### src/sv/escaped_frame_receiver_defines.svh
// assertion macros shared by the escaped frame receiver
`ifndef ESCAPED_FRAME_RECEIVER_DEFINES_SVH
`define ESCAPED_FRAME_RECEIVER_DEFINES_SVH

// same-cycle implication, disabled while in reset
`define EFR_ASSERT_NOW(lbl, ante, cons, msg) \
  lbl: assert property (@(posedge clk_i) disable iff (!rst_ni) (ante) |-> (cons)) \
    else $error(msg);

// next-cycle implication, disabled while in reset
`define EFR_ASSERT_NEXT(lbl, ante, cons, msg) \
  lbl: assert property (@(posedge clk_i) disable iff (!rst_ni) (ante) |=> (cons)) \
    else $error(msg);

`endif

### src/sv/efr_pkg.sv
// types and constants of the escaped frame receiver
package efr_pkg;

  typedef enum logic [1:0] {
    MODE_IDLE       = 2'd0,
    MODE_READING    = 2'd1,
    MODE_AFTER_CTRL = 2'd2
  } rx_mode_e;

  typedef enum logic [2:0] {
    ST_NONE      = 3'd0,
    ST_STORED    = 3'd1,
    ST_DROPPED   = 3'd2,
    ST_COMPLETE  = 3'd3,
    ST_ABANDONED = 3'd4
  } status_e;

  localparam logic OP_BYTE = 1'b0;
  localparam logic OP_TICK = 1'b1;

  localparam logic [1:0] CFG_CONTROL_BYTE = 2'd0;
  localparam logic [1:0] CFG_END_BYTE     = 2'd1;
  localparam logic [1:0] CFG_TIMEOUT_MS   = 2'd2;

  localparam logic [7:0]  CONTROL_BYTE_RST = 8'd125;
  localparam logic [7:0]  END_BYTE_RST     = 8'd126;
  localparam logic [31:0] TIMEOUT_MS_RST   = 32'd1000;

  typedef struct packed {
    logic [7:0]  control_byte;
    logic [7:0]  end_byte;
    logic [31:0] timeout_ms;
  } cfg_t;

  typedef struct packed {
    status_e    status;
    logic [7:0] payload_byte;
    logic [7:0] position;
    logic [8:0] frame_length;
  } result_t;

endpackage

### src/sv/escaped_frame_receiver.sv
// escaped_frame_receiver: byte-stuffed frame deframer with millisecond timeout
//
// Input channel (in_valid_i / in_stall_o): one beat is either a received byte
// (operation_i = 0, rx_byte_i) or a millisecond tick (operation_i = 1).
// Output channel (out_valid_o / out_stall_i): every byte beat gives exactly one
// result beat (status, payload_byte, position, frame_length); ticks give none.
// A frame is control byte, payload with doubled control bytes, then control
// byte plus end byte. Payload bytes come out with their buffer position.
// A byte passes the input register, then the result register. Throughput: one
// beat per cycle unless the receiver stalls; the input register and the result
// register each hold one beat and the deframing state updates in a single pass.
// When the receiver stalls, the result register holds its beat and the input
// register keeps the next byte; ticks still drain since they have no result.
// Configuration (cfg_we_i, cfg_index_i, cfg_wdata_i) is written by the user only while
// idle; the block does not enforce it. Reset clears the mode to idle, the write position
// and the elapsed counter, and loads control byte 125, end byte 126 and a 1000 ms timeout.
`include "escaped_frame_receiver_defines.svh"

module escaped_frame_receiver #(
  parameter int unsigned BUFFER_SIZE = 256
) (
  input  logic        clk_i,
  input  logic        rst_ni,
  input  logic        cfg_we_i,
  input  logic [1:0]  cfg_index_i,
  input  logic [31:0] cfg_wdata_i,
  input  logic        in_valid_i,
  output logic        in_stall_o,
  input  logic        operation_i,
  input  logic [7:0]  rx_byte_i,
  output logic        out_valid_o,
  input  logic        out_stall_i,
  output logic [2:0]  status_o,
  output logic [7:0]  payload_byte_o,
  output logic [7:0]  position_o,
  output logic [8:0]  frame_length_o
);

  localparam int unsigned PosW = $clog2(BUFFER_SIZE + 1);

  efr_pkg::cfg_t     cfg;
  logic              in_vld_q, in_vld_d;
  logic              in_op_q;
  logic [7:0]        in_byte_q;
  logic              out_vld_q, out_vld_d;
  efr_pkg::result_t  res_q, res_d;
  efr_pkg::rx_mode_e mode_q, mode_d;
  logic [PosW-1:0]   wpos_q, wpos_d;
  logic [31:0]       elapsed_q, elapsed_d;
  logic              in_accept;
  logic              advance;
  logic              out_free;

  efr_cfg_regs u_cfg (
    .clk_i       (clk_i),
    .rst_ni      (rst_ni),
    .cfg_we_i    (cfg_we_i),
    .cfg_index_i (cfg_index_i),
    .cfg_wdata_i (cfg_wdata_i),
    .cfg_o       (cfg)
  );

  efr_step #(
    .BUFFER_SIZE (BUFFER_SIZE)
  ) u_step (
    .op_i      (in_op_q),
    .byte_i    (in_byte_q),
    .cfg_i     (cfg),
    .mode_i    (mode_q),
    .wpos_i    (wpos_q),
    .elapsed_i (elapsed_q),
    .mode_o    (mode_d),
    .wpos_o    (wpos_d),
    .elapsed_o (elapsed_d),
    .res_o     (res_d)
  );

  // result slot is free when empty or its beat leaves this cycle
  assign out_free   = !out_vld_q || !out_stall_i;
  assign advance    = in_vld_q && ((in_op_q == efr_pkg::OP_TICK) || out_free);
  assign in_stall_o = in_vld_q && !advance;
  assign in_accept  = in_valid_i && !in_stall_o;

  always_comb begin
    in_vld_d = in_vld_q;
    if (in_accept) begin
      in_vld_d = 1'b1;
    end else if (advance) begin
      in_vld_d = 1'b0;
    end
  end

  always_comb begin
    out_vld_d = out_vld_q;
    if (advance && in_op_q == efr_pkg::OP_BYTE) begin
      out_vld_d = 1'b1;
    end else if (out_vld_q && !out_stall_i) begin
      out_vld_d = 1'b0;
    end
  end

  always_ff @(posedge clk_i or negedge rst_ni) begin
    if (!rst_ni) begin
      in_vld_q  <= 1'b0;
      out_vld_q <= 1'b0;
      mode_q    <= efr_pkg::MODE_IDLE;
      wpos_q    <= '0;
      elapsed_q <= '0;
    end else begin
      in_vld_q  <= in_vld_d;
      out_vld_q <= out_vld_d;
      if (advance) begin
        mode_q    <= mode_d;
        wpos_q    <= wpos_d;
        elapsed_q <= elapsed_d;
      end
    end
  end

  always_ff @(posedge clk_i) begin
    if (in_accept) begin
      in_op_q   <= operation_i;
      in_byte_q <= rx_byte_i;
    end
    if (advance && in_op_q == efr_pkg::OP_BYTE) begin
      res_q <= res_d;
    end
  end

  assign out_valid_o    = out_vld_q;
  assign status_o       = res_q.status;
  assign payload_byte_o = res_q.payload_byte;
  assign position_o     = res_q.position;
  assign frame_length_o = res_q.frame_length;

  `EFR_ASSERT_NEXT(a_byte_gives_result, advance && in_op_q == efr_pkg::OP_BYTE,
    out_valid_o, "byte beat did not produce a result")
  `EFR_ASSERT_NOW(a_payload_fields_zero,
    out_valid_o && res_q.status != efr_pkg::ST_STORED,
    payload_byte_o == 8'd0 && position_o == 8'd0, "payload fields set without store")
  `EFR_ASSERT_NEXT(a_complete_to_idle,
    advance && in_op_q == efr_pkg::OP_BYTE && res_d.status == efr_pkg::ST_COMPLETE,
    mode_q == efr_pkg::MODE_IDLE, "frame completed but mode not idle")
  `EFR_ASSERT_NOW(a_wpos_in_range, 1'b1, 32'(wpos_q) <= BUFFER_SIZE,
    "write position beyond buffer size")

endmodule

### src/sv/efr_cfg_regs.sv
// configuration registers of the escaped frame receiver
module efr_cfg_regs (
  input  logic          clk_i,
  input  logic          rst_ni,
  input  logic          cfg_we_i,
  input  logic [1:0]    cfg_index_i,
  input  logic [31:0]   cfg_wdata_i,
  output efr_pkg::cfg_t cfg_o
);

  efr_pkg::cfg_t cfg_q, cfg_d;

  always_comb begin
    cfg_d = cfg_q;
    if (cfg_we_i) begin
      case (cfg_index_i)
        efr_pkg::CFG_CONTROL_BYTE: cfg_d.control_byte = cfg_wdata_i[7:0];
        efr_pkg::CFG_END_BYTE:     cfg_d.end_byte     = cfg_wdata_i[7:0];
        efr_pkg::CFG_TIMEOUT_MS:   cfg_d.timeout_ms   = cfg_wdata_i;
        default:                   cfg_d              = cfg_q;
      endcase
    end
  end

  always_ff @(posedge clk_i or negedge rst_ni) begin
    if (!rst_ni) begin
      cfg_q.control_byte <= efr_pkg::CONTROL_BYTE_RST;
      cfg_q.end_byte     <= efr_pkg::END_BYTE_RST;
      cfg_q.timeout_ms   <= efr_pkg::TIMEOUT_MS_RST;
    end else begin
      cfg_q <= cfg_d;
    end
  end

  assign cfg_o = cfg_q;

endmodule

### src/sv/efr_step.sv
// per-beat deframing logic: next state and result for one item
module efr_step #(
  parameter int unsigned BUFFER_SIZE = 256
) (
  input  logic                                 op_i,
  input  logic [7:0]                           byte_i,
  input  efr_pkg::cfg_t                        cfg_i,
  input  efr_pkg::rx_mode_e                    mode_i,
  input  logic [$clog2(BUFFER_SIZE+1)-1:0]     wpos_i,
  input  logic [31:0]                          elapsed_i,
  output efr_pkg::rx_mode_e                    mode_o,
  output logic [$clog2(BUFFER_SIZE+1)-1:0]     wpos_o,
  output logic [31:0]                          elapsed_o,
  output efr_pkg::result_t                     res_o
);

  localparam int unsigned PosW = $clog2(BUFFER_SIZE + 1);
  localparam logic [PosW-1:0] BufLimit = PosW'(BUFFER_SIZE);

  logic              timed_out;
  logic              is_ctrl;
  logic              is_end;
  logic              has_room;
  logic [31:0]       pos_ext;
  efr_pkg::rx_mode_e mode_eff;
  efr_pkg::result_t  store_res;

  assign timed_out = elapsed_i > cfg_i.timeout_ms;
  assign is_ctrl   = byte_i == cfg_i.control_byte;
  assign is_end    = byte_i == cfg_i.end_byte;
  assign has_room  = wpos_i < BufLimit;
  assign pos_ext   = 32'(wpos_i);
  assign mode_eff  = timed_out ? efr_pkg::MODE_IDLE : mode_i;

  // stored or dropped payload beat
  always_comb begin
    store_res = '0;
    if (has_room) begin
      store_res.status       = efr_pkg::ST_STORED;
      store_res.payload_byte = byte_i;
      store_res.position     = pos_ext[7:0];
    end else begin
      store_res.status = efr_pkg::ST_DROPPED;
    end
  end

  always_comb begin
    mode_o    = mode_i;
    wpos_o    = wpos_i;
    elapsed_o = elapsed_i;
    res_o     = '0;
    if (op_i == efr_pkg::OP_TICK) begin
      if (elapsed_i != '1) begin
        elapsed_o = elapsed_i + 32'd1;
      end
    end else begin
      if (timed_out && mode_i != efr_pkg::MODE_IDLE) begin
        res_o.status = efr_pkg::ST_ABANDONED;
      end
      mode_o = mode_eff;
      case (mode_eff)
        efr_pkg::MODE_READING: begin
          if (is_ctrl) begin
            mode_o = efr_pkg::MODE_AFTER_CTRL;
          end else begin
            res_o = store_res;
            if (has_room) wpos_o = wpos_i + PosW'(1);
          end
        end
        efr_pkg::MODE_AFTER_CTRL: begin
          if (is_ctrl) begin
            mode_o = efr_pkg::MODE_READING;
            res_o  = store_res;
            if (has_room) wpos_o = wpos_i + PosW'(1);
          end else if (is_end) begin
            mode_o             = efr_pkg::MODE_IDLE;
            res_o.status       = efr_pkg::ST_COMPLETE;
            res_o.frame_length = pos_ext[8:0];
          end else begin
            mode_o       = efr_pkg::MODE_IDLE;
            res_o.status = efr_pkg::ST_ABANDONED;
          end
        end
        default: begin
          // idle: only the control byte opens a frame
          mode_o = efr_pkg::MODE_IDLE;
          if (is_ctrl) begin
            mode_o    = efr_pkg::MODE_READING;
            wpos_o    = '0;
            elapsed_o = '0;
          end
        end
      endcase
    end
  end

endmodule
### config.mk
export PLATFORM = sky130hd
export DESIGN_NAME = escaped_frame_receiver
export DESIGN_NICKNAME = d
export VERILOG_FILES = /design/src/sv/efr_pkg.sv /design/src/sv/escaped_frame_receiver.sv /design/src/sv/efr_cfg_regs.sv /design/src/sv/efr_step.sv
export VERILOG_INCLUDE_DIRS = /design/src /design/src/sv
export SDC_FILE = /design/constraint.sdc
export NUM_CORES = 1
export LEC_CHECK = 0
export BUFFER_PORTS_ARGS = -buffer_cell sky130_fd_sc_hd__buf_2
export CAP_MARGIN = 20
export CORE_ASPECT_RATIO = 1.25
export CORE_MARGIN = 1.5
export CORE_UTILIZATION = 63
export CTS_CLUSTER_DIAMETER = 50
export DETAILED_ROUTE_END_ITERATION = 16
export PLACE_DENSITY = 0.88
export SLEW_MARGIN = 0
export SYNTH_ARGS = -nofsm -noshare
export SYNTH_HDL_FRONTEND = slang
export SYNTH_SLANG_ARGS = --single-unit
### constraint.sdc
create_clock -name clk_i -period 9.6 [get_ports clk_i]
set_input_delay 2.88 -clock clk_i [delete_from_list [all_inputs] [get_ports clk_i]]
set_output_delay 2.88 -clock clk_i [all_outputs]
set_load 0.005 [all_outputs]
* Word-level counts from Yosys, hierarchy flattened
Index checks and enable logic that the tools add are counted.
Widths: inputs -> output; s select.
** Storage, ports and cells
- Flip-flop bits (word level) :: 130
- Output and inout bits :: 30
- Logic and storage cells :: 82
** Cells by class
- Add/sub/neg operators :: 2
- Magnitude comparators :: 2
- Equality and inequality tests :: 11
- Muxes and demuxes :: 27
- Bitwise gates (word level) :: 1
- Reduce and logical (&&, ||, !) cells :: 25
** Operator list (number)
- $mux 32 :: 4
- $pmux 28 s2 :: 1
- $mux 9 :: 6
- $add 32x1->32 const B :: 1
- $gt 32x32->1 :: 1
- $mux 16 :: 2
- $ne 32x32->1 const B :: 1
- $mux 28 :: 1
- $pmux 9 s2 :: 1
- $eq 8x8->1 :: 2
- $reduce_bool 2->1 :: 5
- $add 9x1->9 const B :: 1
- $lt 9x9->1 const B :: 1
- $mux 3 :: 3
- $mux 2 :: 4
- $reduce_and 2->1 :: 4
- $logic_and 1x1->1 :: 6
- $ne 2x1->1 const B :: 3
- $mux 1 :: 5
- $reduce_and 5->1 :: 1
- $eq 2x1->1 const B :: 2
- $eq 2x2->1 const B :: 2
- $logic_not 1->1 :: 4
- $reduce_and 4->1 :: 1
- other kinds (5) :: 6

* Depth between registers and ports, before layout
Gate-level depths: netlist of the first run.
- Depth after elaboration :: 9
- Depth in mapped cells :: 15
- Mapped depth without buffers :: 15

* Modules after synthesis
A second synthesis of the first run with hierarchy kept.
** Unflattened totals
- Cells, all modules :: 786
- Area, all modules :: 8281.7 um2
** By module, submodules not included
- escaped_frame_receiver :: instances 1, cells each 290, area each 3811.2 um2, seq. area each 2237.1 um2
- efr_step :: instances 1, cells each 394, area each 2633.8 um2, seq. area each 0.0 um2
- efr_cfg_regs :: instances 1, cells each 102, area each 1836.8 um2, seq. area each 1223.7 um2

* Worst setup path after synthesis of the first run
No wires, ideal clock.
- Path type :: input to output
- Start point :: input port out_stall_i
- End point :: output port in_stall_o
- Arrival time :: 3.027 ns
- Required time :: 6.720 ns
- Setup slack :: 3.693 ns
- Stages :: 2
- Cell sequence :: nand3_1 inv_1
** Between the ends
- Word-level cells in the longest chain between the ends :: 6
** RTL lines
- start: declaration :: RTL line escaped_frame_receiver.sv:32 : input logic out_stall_i,
- $logic_not 1->1 :: RTL line escaped_frame_receiver.sv:79 : assign out_free = !out_vld_q || !out_stall_i;
- $logic_or 1x1->1 :: RTL line escaped_frame_receiver.sv:79
- $logic_or 1x1->1 :: RTL line escaped_frame_receiver.sv:80 : assign advance = in_vld_q && ((in_op_q == efr_pkg::OP_TICK) || out_free);
- $logic_and 1x1->1 :: RTL line escaped_frame_receiver.sv:80
- $logic_not 1->1 :: RTL line escaped_frame_receiver.sv:81 : assign in_stall_o = in_vld_q && !advance;
- $logic_and 1x1->1 :: RTL line escaped_frame_receiver.sv:81
- end: declaration :: RTL line escaped_frame_receiver.sv:28 : output logic in_stall_o,
No other way between the ends.

* Worst setup path in the final report of the first run
Ends and elaborated chain as after synthesis.

==> flow_metrics.tcl, run 1 <==
set metrics [dict create \
    total_power_mw 1.479 \
    ir_drop_v 0.0001079 \
    grt_pass1_vias 5256 \
    grt_pass1_wl_um 24650 \
    synth-main-ff-cell "dfrtp_1" \
    grt_busiest_layer "met2" \
    crit_arrival_ps 3260 \
    track_usage_pct 28.36 \
    clock_latency_ps 420 \
    pin_count 78 \
    rsz0062_at_grt "false" \
    dp_cells 797 \
    p_leak_nw 3.480 \
    dp_slack_ps 3455 \
    drv_cap 0 \
    drive_gt1_share_pct 26.68 \
    grt_use_met2_pct 49.42 \
    fin_area_um2 7795 \
    dr.pass1.iters 5 \
    setup_violations 0 \
    dieArea_um2 11290 \
    post_dp_cell_area_um2 7236 \
    setup_tns_ps 0 \
    route.detailed.drc 0 \
    status "finished clean" \
    gp_routability_congestion 0.8462 \
    coreArea_um2 10210 \
    die_h_um 118.4 \
    cts_resized 0 \
    final_cells 830 \
    first_iter_violations 257 \
    clkSinkCount 130 \
    relSlewSlack_pct 32.72 \
    cts_max_level 4 \
    rows 41 \
    met3_usage_pct 6.692 \
    worstPathMaxFanout 3 \
    n_antenna_cell 0 \
    slew_viol_final 0 \
    synth_area_per_cell_um2 11.17 \
    min_path_type "flop to flop" \
    synthesis.area_um2 6713 \
    detailed_place_hpwl_um 9868 \
    synth-seq-cells 130 \
    cts_root_buffer "clkbuf_16" \
    num_vias 5116 \
    cts_setup_buffers 0 \
    num-fill-cells 617 \
    antenna_found_initial 0 \
    synth_cell_types 55 \
    cts.path.max_buffers 2 \
    final_antenna_net_count 0 \
    worst_slew_pin_slew_ps 1008 \
    wire_per_inst_um 17.94 \
    cts_tree "built" \
    slowest_delay_ps 120 \
    met1_usage_pct 31.70 \
    io_buffers 77 \
    cts_hold_buf 0 \
    setup.worst_path.end_class "output pin" \
    crit_path_top_delay_cell "buf_2" \
    cp_data_required_time_ps 6720 \
    critPathMostFrequentCell "buf_2" \
    hold_viol 0 \
    synth_cells 601 \
    start_util_pct 65.76 \
    synth_edf_count 37 \
    worst-setup-path-type "primary input to output pin" \
    p_per_area_nw_per_um2 189.7 \
    fin_crit_sh_pct 63.98 \
    clock.fmax_ghz 0.1628 \
    ff_latch_area_um2 3461 \
    synth_nets 685 \
    yosysSeqAreaShare_pct 51.56 \
    clk_pin_slew_ps 50 \
    skew_ps 9.214 \
    die_x_um 95.33 \
    nNetsFinal 772 \
    grt_start_max_net_pins 56 \
    setup_ws_ps 3458 \
    totalWireLength_um 14890 \
    crit_path_start_kind "primary input" \
    cp_cell_sequence "buf_2, nand3_1, inv_1, buf_2" \
    syn2layout_area_growth_pct 16.12 \
    routed_via_density 6.164 \
    fin_crit_ps 6142 \
    synth.yosys.warnings 0 \
    grt_remaining_overflow 0 \
    numCtsBuffers 17 \
    multi_input_area_um2 3053 \
    async_reset_ff_share_pct 71.54 \
]
[per-layer routing]
| layer | wire length [µm] | vias to the layer above |
|---|---|---|
| met5 | 0 | - |
| li1 | - | 2329 |
| met2 | 7891 | 214 |
| met1 | 5743 | 2528 |
| met4 | 457 | 0 |
| met3 | 799 | 45 |
[Yosys cell counts, types with 2 or more instances]
| library cell | number | area share (%) |
|---|---|---|
| nor4b_1 | 3 | 0.39 |
| nand3_1 | 23 | 1.7 |
| a31o_2 | 2 | 0.26 |
| or3_1 | 3 | 0.28 |
| nand2_1 | 40 | 2.2 |
| inv_1 | 38 | 2.1 |
| or4_1 | 3 | 0.34 |
| clkbuf_1 | 10 | 0.56 |
| a21boi_0 | 3 | 0.34 |
| and3_1 | 8 | 0.75 |
| xnor2_1 | 16 | 2.1 |
| mux2_2 | 50 | 8.4 |
| dfstp_2 | 18 | 7.0 |
| xor2_1 | 12 | 1.6 |
| o41ai_1 | 3 | 0.39 |
| nor3b_1 | 2 | 0.22 |
| nor2b_1 | 9 | 0.84 |
| and4_1 | 2 | 0.26 |
| nand3b_1 | 3 | 0.34 |
| nor2_1 | 30 | 1.7 |
| o31a_1 | 2 | 0.26 |
| dfrtp_1 | 75 | 28 |
| o21ai_0 | 32 | 2.4 |
| a21oi_1 | 22 | 1.6 |
| ha_1 | 36 | 6.7 |
| nand4_1 | 15 | 1.4 |
| a21o_1 | 3 | 0.34 |
| nor3_1 | 5 | 0.37 |
| nand2b_1 | 2 | 0.19 |
| a211oi_1 | 3 | 0.34 |
| o31ai_1 | 11 | 1.2 |
| edfxtp_1 | 37 | 17 |
| mux2i_1 | 2 | 0.30 |
| nand4b_1 | 3 | 0.39 |
| o21a_1 | 2 | 0.22 |
| nor4_1 | 7 | 0.65 |
| buf_2 | 3 | 0.22 |
| and2_1 | 46 | 4.3 |
[placed cells by master (no fill, tap or decap), types with 3 or more instances in the layout]
cell type	synthesis	routed
nor2b_1	9	9
dfstp_2	18	18
clkbuf_1	10	3
nor4_1	7	7
nand3b_1	3	3
nand3_1	23	23
dfrtp_1	75	75
nand2_1	40	40
nand4_1	15	15
mux2_2	50	50
buf_2	3	76
xnor2_1	16	16
and3_1	8	8
a21boi_0	3	3
ha_1	36	36
clkinv_2	0	4
xor2_1	12	12
buf_4	0	5
clkinvlp_4	0	4
or3_1	3	3
nand4b_1	3	3
or4_1	3	3
and2_1	46	46
inv_1	38	38
nor2_1	30	30
a211oi_1	3	3
o31ai_1	11	11
edfxtp_1	37	37
a21oi_1	22	22
nor3_1	5	5
clkbuf_16	0	17
nor4b_1	3	3
a21o_1	3	3
o21ai_0	32	32
o41ai_1	3	3
[registers in the layout, indices dropped and copies added (netlist names)]
name / flops
position_o: 8
status_o: 3
out_valid_o: 1
mode_q: 2
in_op_q: 1
frame_length_o: 9
wpos_q: 9
payload_byte_o: 8
in_byte_q: 8
elapsed_q: 32
u_cfg.cfg_o: 48
in_vld_q: 1
[cell families after synthesis]
family | Yosys count | share of synthesized area [%]
AND/OR/NAND/NOR | 213 | 18.15
flip-flops | 130 | 51.56
AO/OA/AOI/OAI | 90 | 8.276
buffers and inverters | 52 | 2.964
multiplexers | 52 | 8.686
adder cells (fa/ha/maj) | 36 | 6.710
XOR/XNOR | 28 | 3.653
[worst max-delay path, delay by kind of cell]
family | cells | cell delay (ps)
buffers and inverters | 3 | 270
and+or+nand+nor | 1 | 100
[final cells by class]
cell class | count | share of cell area [%]
Sequential cell | 130 | 44.40
Multi-Input combinational cell | 419 | 39.17
Clock buffer | 20 | 5.602
Timing Repair Buffer | 82 | 5.425
Tap cell | 129 | 2.071
Inverter | 38 | 1.830
Clock inverter | 12 | 1.509
[stage by stage]
step,util [%],hold slack [ps]
final,76.36,502.4
after floorplan,-,463.0
after detailed placement,70.88,493.3
after CTS,76.31,505.7
after global placement,70.88,489.2
after global routing,76.36,525.3
[where the power goes]
group	total (mW)	switching [mW]	internal, mW
clock	0.612	0.235	0.377
combinational	0.188	0.0975	0.0907
sequential	0.679	0.0427	0.636
total	1.48	0.375	1.10
[worst paths after layout]
check                                                  from                          end  slack, ps  cells after the start
worst max-delay path                            out_stall_i                   in_stall_o       3460                      4
worst min-delay path            u_cfg.cfg_o[12]$_DFFE_PN0P_  u_cfg.cfg_o[12]$_DFFE_PN0P_        500                      1
worst max register to register     elapsed_q[1]$_DFFE_PN0P_     elapsed_q[0]$_DFFE_PN0P_       4660                     13
worst min register to register  u_cfg.cfg_o[12]$_DFFE_PN0P_  u_cfg.cfg_o[12]$_DFFE_PN0P_        500                      1
max in group asynchronous                            rst_ni    elapsed_q[12]$_DFFE_PN0P_       6070                      2
min in group asynchronous                            rst_ni  u_cfg.cfg_o[11]$_DFFE_PN0P_       2430                      1
(Power assumes the default switching activity.)
==> run 2, diff against run 1 <==
--- a/config.mk
+++ b/config.mk
@@ -10,10 +10,10 @@
 export CAP_MARGIN = 20
 export CORE_ASPECT_RATIO = 1.25
 export CORE_MARGIN = 1.5
-export CORE_UTILIZATION = 63
+export CORE_UTILIZATION = 53
 export CTS_CLUSTER_DIAMETER = 50
 export DETAILED_ROUTE_END_ITERATION = 16
-export PLACE_DENSITY = 0.88
+export PLACE_DENSITY = 0.79
 export SLEW_MARGIN = 0
 export SYNTH_ARGS = -nofsm -noshare
 export SYNTH_HDL_FRONTEND = slang
==> constraint.sdc (replaced) <==
create_clock -name clk_i -period 5.1 [get_ports clk_i]
set_input_delay 1.53 -clock clk_i [delete_from_list [all_inputs] [get_ports clk_i]]
set_output_delay 1.53 -clock clk_i [all_outputs]
set_load 0.005 [all_outputs]
==> flow_metrics.tcl, run 2 (synthesis results as in run 1) <==
set metrics [dict create \
    antenna_found_initial 0 \
    fin_crit_ps 4669 \
    fin_crit_sh_pct 91.54 \
    fin_area_um2 7936 \
    regToRegSetupSlack_ps 430 \
    min_path_type "flop to flop" \
    worstPathMaxFanout 15 \
    cp_num_cells 14 \
    relSlewSlack_pct 36.79 \
    status "finished clean" \
    rows 45 \
    clkSinkCount 130 \
    hold_end "u_cfg.cfg_o[19]$_DFFE_PN0P_" \
    cts_hold_buf 0 \
    r2r_cells 14 \
    setup_tns_ps 0 \
    crit_path_top_delay_cell "or4_1" \
    cts_tree "built" \
    dieArea_um2 13350 \
    final_common_cell "buf_2" \
    critical_path.top_delay_family "simple AND/OR/NAND/NOR gates" \
    grt_pass1_wl_um 22980 \
    crit_arrival_ps 4990 \
    slowest_delay_ps 690 \
    die_x_um 103.7 \
    nNetsFinal 773 \
    slew_viol_final 0 \
    detailed_place_hpwl_um 9474 \
    wire_per_inst_um 15.46 \
    track_usage_pct 21.43 \
    io_buffers 77 \
    hold_viol 0 \
    largest_reg_flops 48 \
    numCtsBuffers 17 \
    p_per_area_nw_per_um2 368.4 \
    grt_pass1_vias 5014 \
    clock.fmax_ghz 0.2142 \
    cts_root_buffer "clkbuf_16" \
    cts.path.max_buffers 2 \
    post_dp_cell_area_um2 7287 \
    syn2layout_area_growth_pct 18.23 \
    final_cell_mix "buf_2, dfrtp_1, mux2_2" \
    skew_ps 8.536 \
    start_util_pct 54.69 \
    clock_latency_ps 410 \
    dr.pass1.iters 5 \
    ir_drop_v 0.0002070 \
    cts_setup_buffers 0 \
    r2r-start "u_cfg.cfg_o[5]$_DFFE_PN1P_" \
    crit_buf_inv 1 \
    final_antenna_net_count 0 \
    worstReg2RegEnd "elapsed_q[29]$_DFFE_PN0P_" \
    hold_start "u_cfg.cfg_o[19]$_DFFE_PN0P_" \
    die_h_um 128.8 \
    drive_gt1_share_pct 27.35 \
    worst-setup-path-type "flop to flop" \
    coreArea_um2 12270 \
    p_leak_nw 3.533 \
    setup_violations 0 \
    cp_data_required_time_ps 5420 \
    min_path_cells 1 \
    drv_cap 0 \
    first_iter_violations 266 \
    route.detailed.drc 0 \
    crit_path_start_kind "flop" \
    clk_pin_slew_ps 60 \
    totalWireLength_um 13390 \
    grt_remaining_overflow 0 \
    n_antenna_cell 0 \
    routed_via_density 5.669 \
    setup.worst_path.end_class "flop" \
    rsz0062_at_grt "false" \
    cp_cell_sequence "inv_1, ha_1, a21o_1, nand3_1, a211oi_1, or4_1, a22oi_2, nand2_1, ha_1, nand3_1, o31a_1, or4_1, or3_1, a21oi_1" \
    grt_start_max_net_pins 63 \
    gp_routability_congestion 0.8615 \
    worst_slew_pin_slew_ps 947.2 \
    cts_max_level 4 \
    num_vias 4909 \
    pin_count 78 \
]
[run 2: changes by cell type in the layout (fill, tap and decap cells not counted), sizes merged]
cell	previous run	this run
bufinv	2	5
clkbuf	21	17
buf	81	83
clkinvlp	4	2
inv	38	39
clkinv	6	7
[run 2: layout make-up]
type                    count  area (µm²)
multi-input cells         419        3058
clock inverters            15       214.0
well taps                 164       205.2
clock buffers              17       425.4
fillers                   989        4338
flip-flops and latches    130        3461
inverters                  38       142.6
repair buffers             83       430.4
[run 2: what timing repair did]
item                                    CTS  global route
hold endpoints to repair                  0             0
gates resized for setup                   0             1
endpoints found under the setup margin    0             1
[run 2: per-layer routing]
metal / part of all wire (%) / global-route usage [%] / vias up
met1: 41 / 24.38 / 2417
met2: 54 / 39.49 / 128
met4: 2.0 / 9.150 / 0
li1: - / - / 2330
met3: 3.7 / 4.255 / 34
met5: 0 / 0 / -
[run 2: metrics by stage]
stage                     power, mW  worst slack, ps  util (%)  std cells  hold WS, ps
after floorplan               1.515             1177         -        601        463.0
after global placement        1.610            609.8     59.37        833        489.2
after detailed placement      1.638            384.6     59.37        833        494.4
after CTS                     2.941            296.7     64.58        865        506.6
after global routing          3.050            114.9     64.66        866        519.8
final                         2.924            431.5     64.66        866        503.3
[run 2: where the power goes]
part           leakage [nW]  total (mW)  internal, mW  switching, mW
registers              1.49        1.27          1.20         0.0755
logic                  1.74       0.349         0.173          0.177
clock network         0.308        1.30         0.863          0.440
total                  3.53        2.92          2.23          0.692
[run 2: worst max path at each step]
| stage | start | endpoint | slack (ps) |
|---|---|---|---|
| floorplan | u_cfg.cfg_o[5]$_DFFE_PN1P_ | elapsed_q[27]$_DFFE_PN0P_ | 1180 |
| global placement | u_cfg.cfg_o[5]$_DFFE_PN1P_ | elapsed_q[29]$_DFFE_PN0P_ | 610 |
| detailed placement | u_cfg.cfg_o[5]$_DFFE_PN1P_ | elapsed_q[29]$_DFFE_PN0P_ | 380 |
| CTS | u_cfg.cfg_o[5]$_DFFE_PN1P_ | elapsed_q[29]$_DFFE_PN0P_ | 300 |
| global route | elapsed_q[15]$_DFFE_PN0P_ | elapsed_q[29]$_DFFE_PN0P_ | 110 |
| finish | u_cfg.cfg_o[5]$_DFFE_PN1P_ | elapsed_q[29]$_DFFE_PN0P_ | 430 |
[run 2: worst register-to-register path, delay by kind of cell (launching register included)]
family	cells	cell delay [ps]
AOI/OAI and AO/OA	5	1160
adders and majority gates	2	860
buffers and inverters	1	40
DFF	1	530
and+or+nand+nor	6	2000
==> run 3, diff against run 2 <==
--- a/config.mk
+++ b/config.mk
@@ -10,10 +10,10 @@
 export CAP_MARGIN = 20
 export CORE_ASPECT_RATIO = 1.25
 export CORE_MARGIN = 1.5
-export CORE_UTILIZATION = 53
+export CORE_UTILIZATION = 30
 export CTS_CLUSTER_DIAMETER = 50
 export DETAILED_ROUTE_END_ITERATION = 16
-export PLACE_DENSITY = 0.79
+export PLACE_DENSITY = 0.51
 export SLEW_MARGIN = 0
 export SYNTH_ARGS = -nofsm -noshare
 export SYNTH_HDL_FRONTEND = slang
==> flow_metrics.tcl, run 3 (synthesis results as in run 1) <==
set metrics [dict create \
    status "finished clean" \
    crit_path_start_kind "flop" \
    r2r-start "elapsed_q[15]$_DFFE_PN0P_" \
    pwr-share-clk_pct 42.5 \
    p_comb_share_pct 12.3 \
    worstPathMaxFanout 15 \
    fin_util_pct 36.32 \
    first_iter_violations 239 \
    grt_remaining_overflow 0 \
    setup_tns_ps 0 \
    final_cell_mix "buf_2, dfrtp_1, mux2_2" \
    ff_latch_area_um2 3461 \
    clock_latency_ps 420 \
    dr.pass1.iters 4 \
    grt_start_max_net_pins 35 \
    pwr-share-seq_pct 45.1 \
    final_common_cell "buf_2" \
    final_antenna_net_count 0 \
    multi_input_area_um2 3058 \
    num_vias 4807 \
    die_h_um 170.2 \
    p_leak_nw 3.513 \
    io_buffers 77 \
    cts_max_level 4 \
    cts_root_buffer "clkbuf_16" \
    clkSinkCount 130 \
    dp_cells 954 \
    power.internal_mw 2.091 \
    cts.path.max_buffers 2 \
    worst-setup-path-type "flop to flop" \
    clk_pin_slew_ps 60 \
    numCtsBuffers 17 \
    syn2layout_area_growth_pct 19.76 \
    antenna_found_initial 0 \
    cp_data_required_time_ps 5440 \
    rows 61 \
    skew_ps 6.048 \
    swShare_pct 25.84 \
    clock.fmax_ghz 0.2156 \
    r2r_cells 12 \
    ir_drop_v 0.0001896 \
    route.detailed.drc 0 \
    nNetsFinal 774 \
    final_cells 986 \
    cts_hold_buf 0 \
    min_path_cells 1 \
    critPathLaunch "elapsed_q[15]$_DFFE_PN0P_" \
    hold_viol 0 \
    n_antenna_cell 0 \
    largest_reg_flops 48 \
    totalWireLength_um 14810 \
    grt_pass1_vias 4937 \
    setup.worst_path.end_class "flop" \
    fin_crit_ps 4638 \
    dieArea_um2 23290 \
    cts_tree "built" \
    min_path_type "flop to flop" \
    fin_crit_sh_pct 90.95 \
    switchingPower_mw 0.7286 \
    p_per_area_nw_per_um2 350.7 \
    worst_slew_pin_slew_ps 1005 \
    pin_count 78 \
    gp_routability_congestion 0.8039 \
    start_util_pct 30.33 \
    coreArea_um2 22130 \
    detailed_place_hpwl_um 10940 \
    relSlewSlack_pct 32.90 \
    drv_cap 0 \
    crit_arrival_ps 4980 \
    rsz0062_at_grt "false" \
    die_x_um 136.8 \
    post_dp_cell_area_um2 7448 \
    fin_area_um2 8039 \
    slew_viol_final 0 \
    setup_violations 0 \
    track_usage_pct 13.44 \
    grt_pass1_wl_um 24400 \
    drive_gt1_share_pct 27.74 \
    routed_via_density 4.875 \
    total_power_mw 2.819 \
    hold_start "u_cfg.cfg_o[4]$_DFFE_PN0P_" \
    wire_per_inst_um 15.02 \
    num-fill-cells 2227 \
]
## run 3: routing by layer
layer / vias up / global-route usage [%] / part of all wire [%]
met5: - / 0 / 0
met4: 0 / 5.904 / 2.3
met3: 23 / 2.800 / 5.2
met2: 126 / 23.53 / 51
met1: 2321 / 15.69 / 41
li1: 2337 / - / -
## run 3: area by class of cell
cell class / instances / area share [%]
Inverter: 38 / 1.774
Sequential cell: 130 / 43.05
Multi-Input combinational cell: 419 / 38.04
Timing Repair Buffer: 84 / 5.447
Clock buffer: 17 / 5.292
Tap cell: 283 / 4.405
Clock inverter: 15 / 1.992
## run 3: what timing repair did
item,CTS,global route
setup buffers,0,0
endpoints found under the hold margin,0,0
gates resized for setup,0,1
endpoints found under the setup margin,0,3
## run 3: metrics by stage
stage               hold WS [ps]  setup WS (ps)
floorplan                  463.0           1177
global placement           492.8          538.4
detailed placement         494.8          381.0
CTS                        509.0          354.1
global route               524.2          119.2
finish                     506.2          461.7
## run 3: power by group through the flow
stage	clock [mW]	sequential (mW)	combinational (mW)
after detailed placement	0	1.29	0.354
after CTS	1.23	1.27	0.356
after floorplan	0	1.27	0.247
final	1.20	1.27	0.348
after global placement	0	1.29	0.340
after global routing	1.28	1.29	0.404
## run 3: final timing paths
kind	to	slack, ps
min in group asynchronous	u_cfg.cfg_o[14]$_DFFE_PN0P_	1050
worst max register to register	elapsed_q[29]$_DFFE_PN0P_	460
worst max-delay path	elapsed_q[29]$_DFFE_PN0P_	460
worst min-delay path	u_cfg.cfg_o[4]$_DFFE_PN0P_	510
worst min register to register	u_cfg.cfg_o[4]$_DFFE_PN0P_	510
max in group asynchronous	u_cfg.cfg_o[35]$_DFFE_PN1P_	3210
## run 3: critical path: stages, from the launching register on
cell and delay (ps):
dfrtp_1 460, ha_1 350, nand4_1 210, nor4_1 490, nand3_1 160, a22oi_2 360, nand2_1 100, ha_1 570
nand3_1 210, o31a_1 460, or4_1 700, or3_1 350, a21oi_1 150
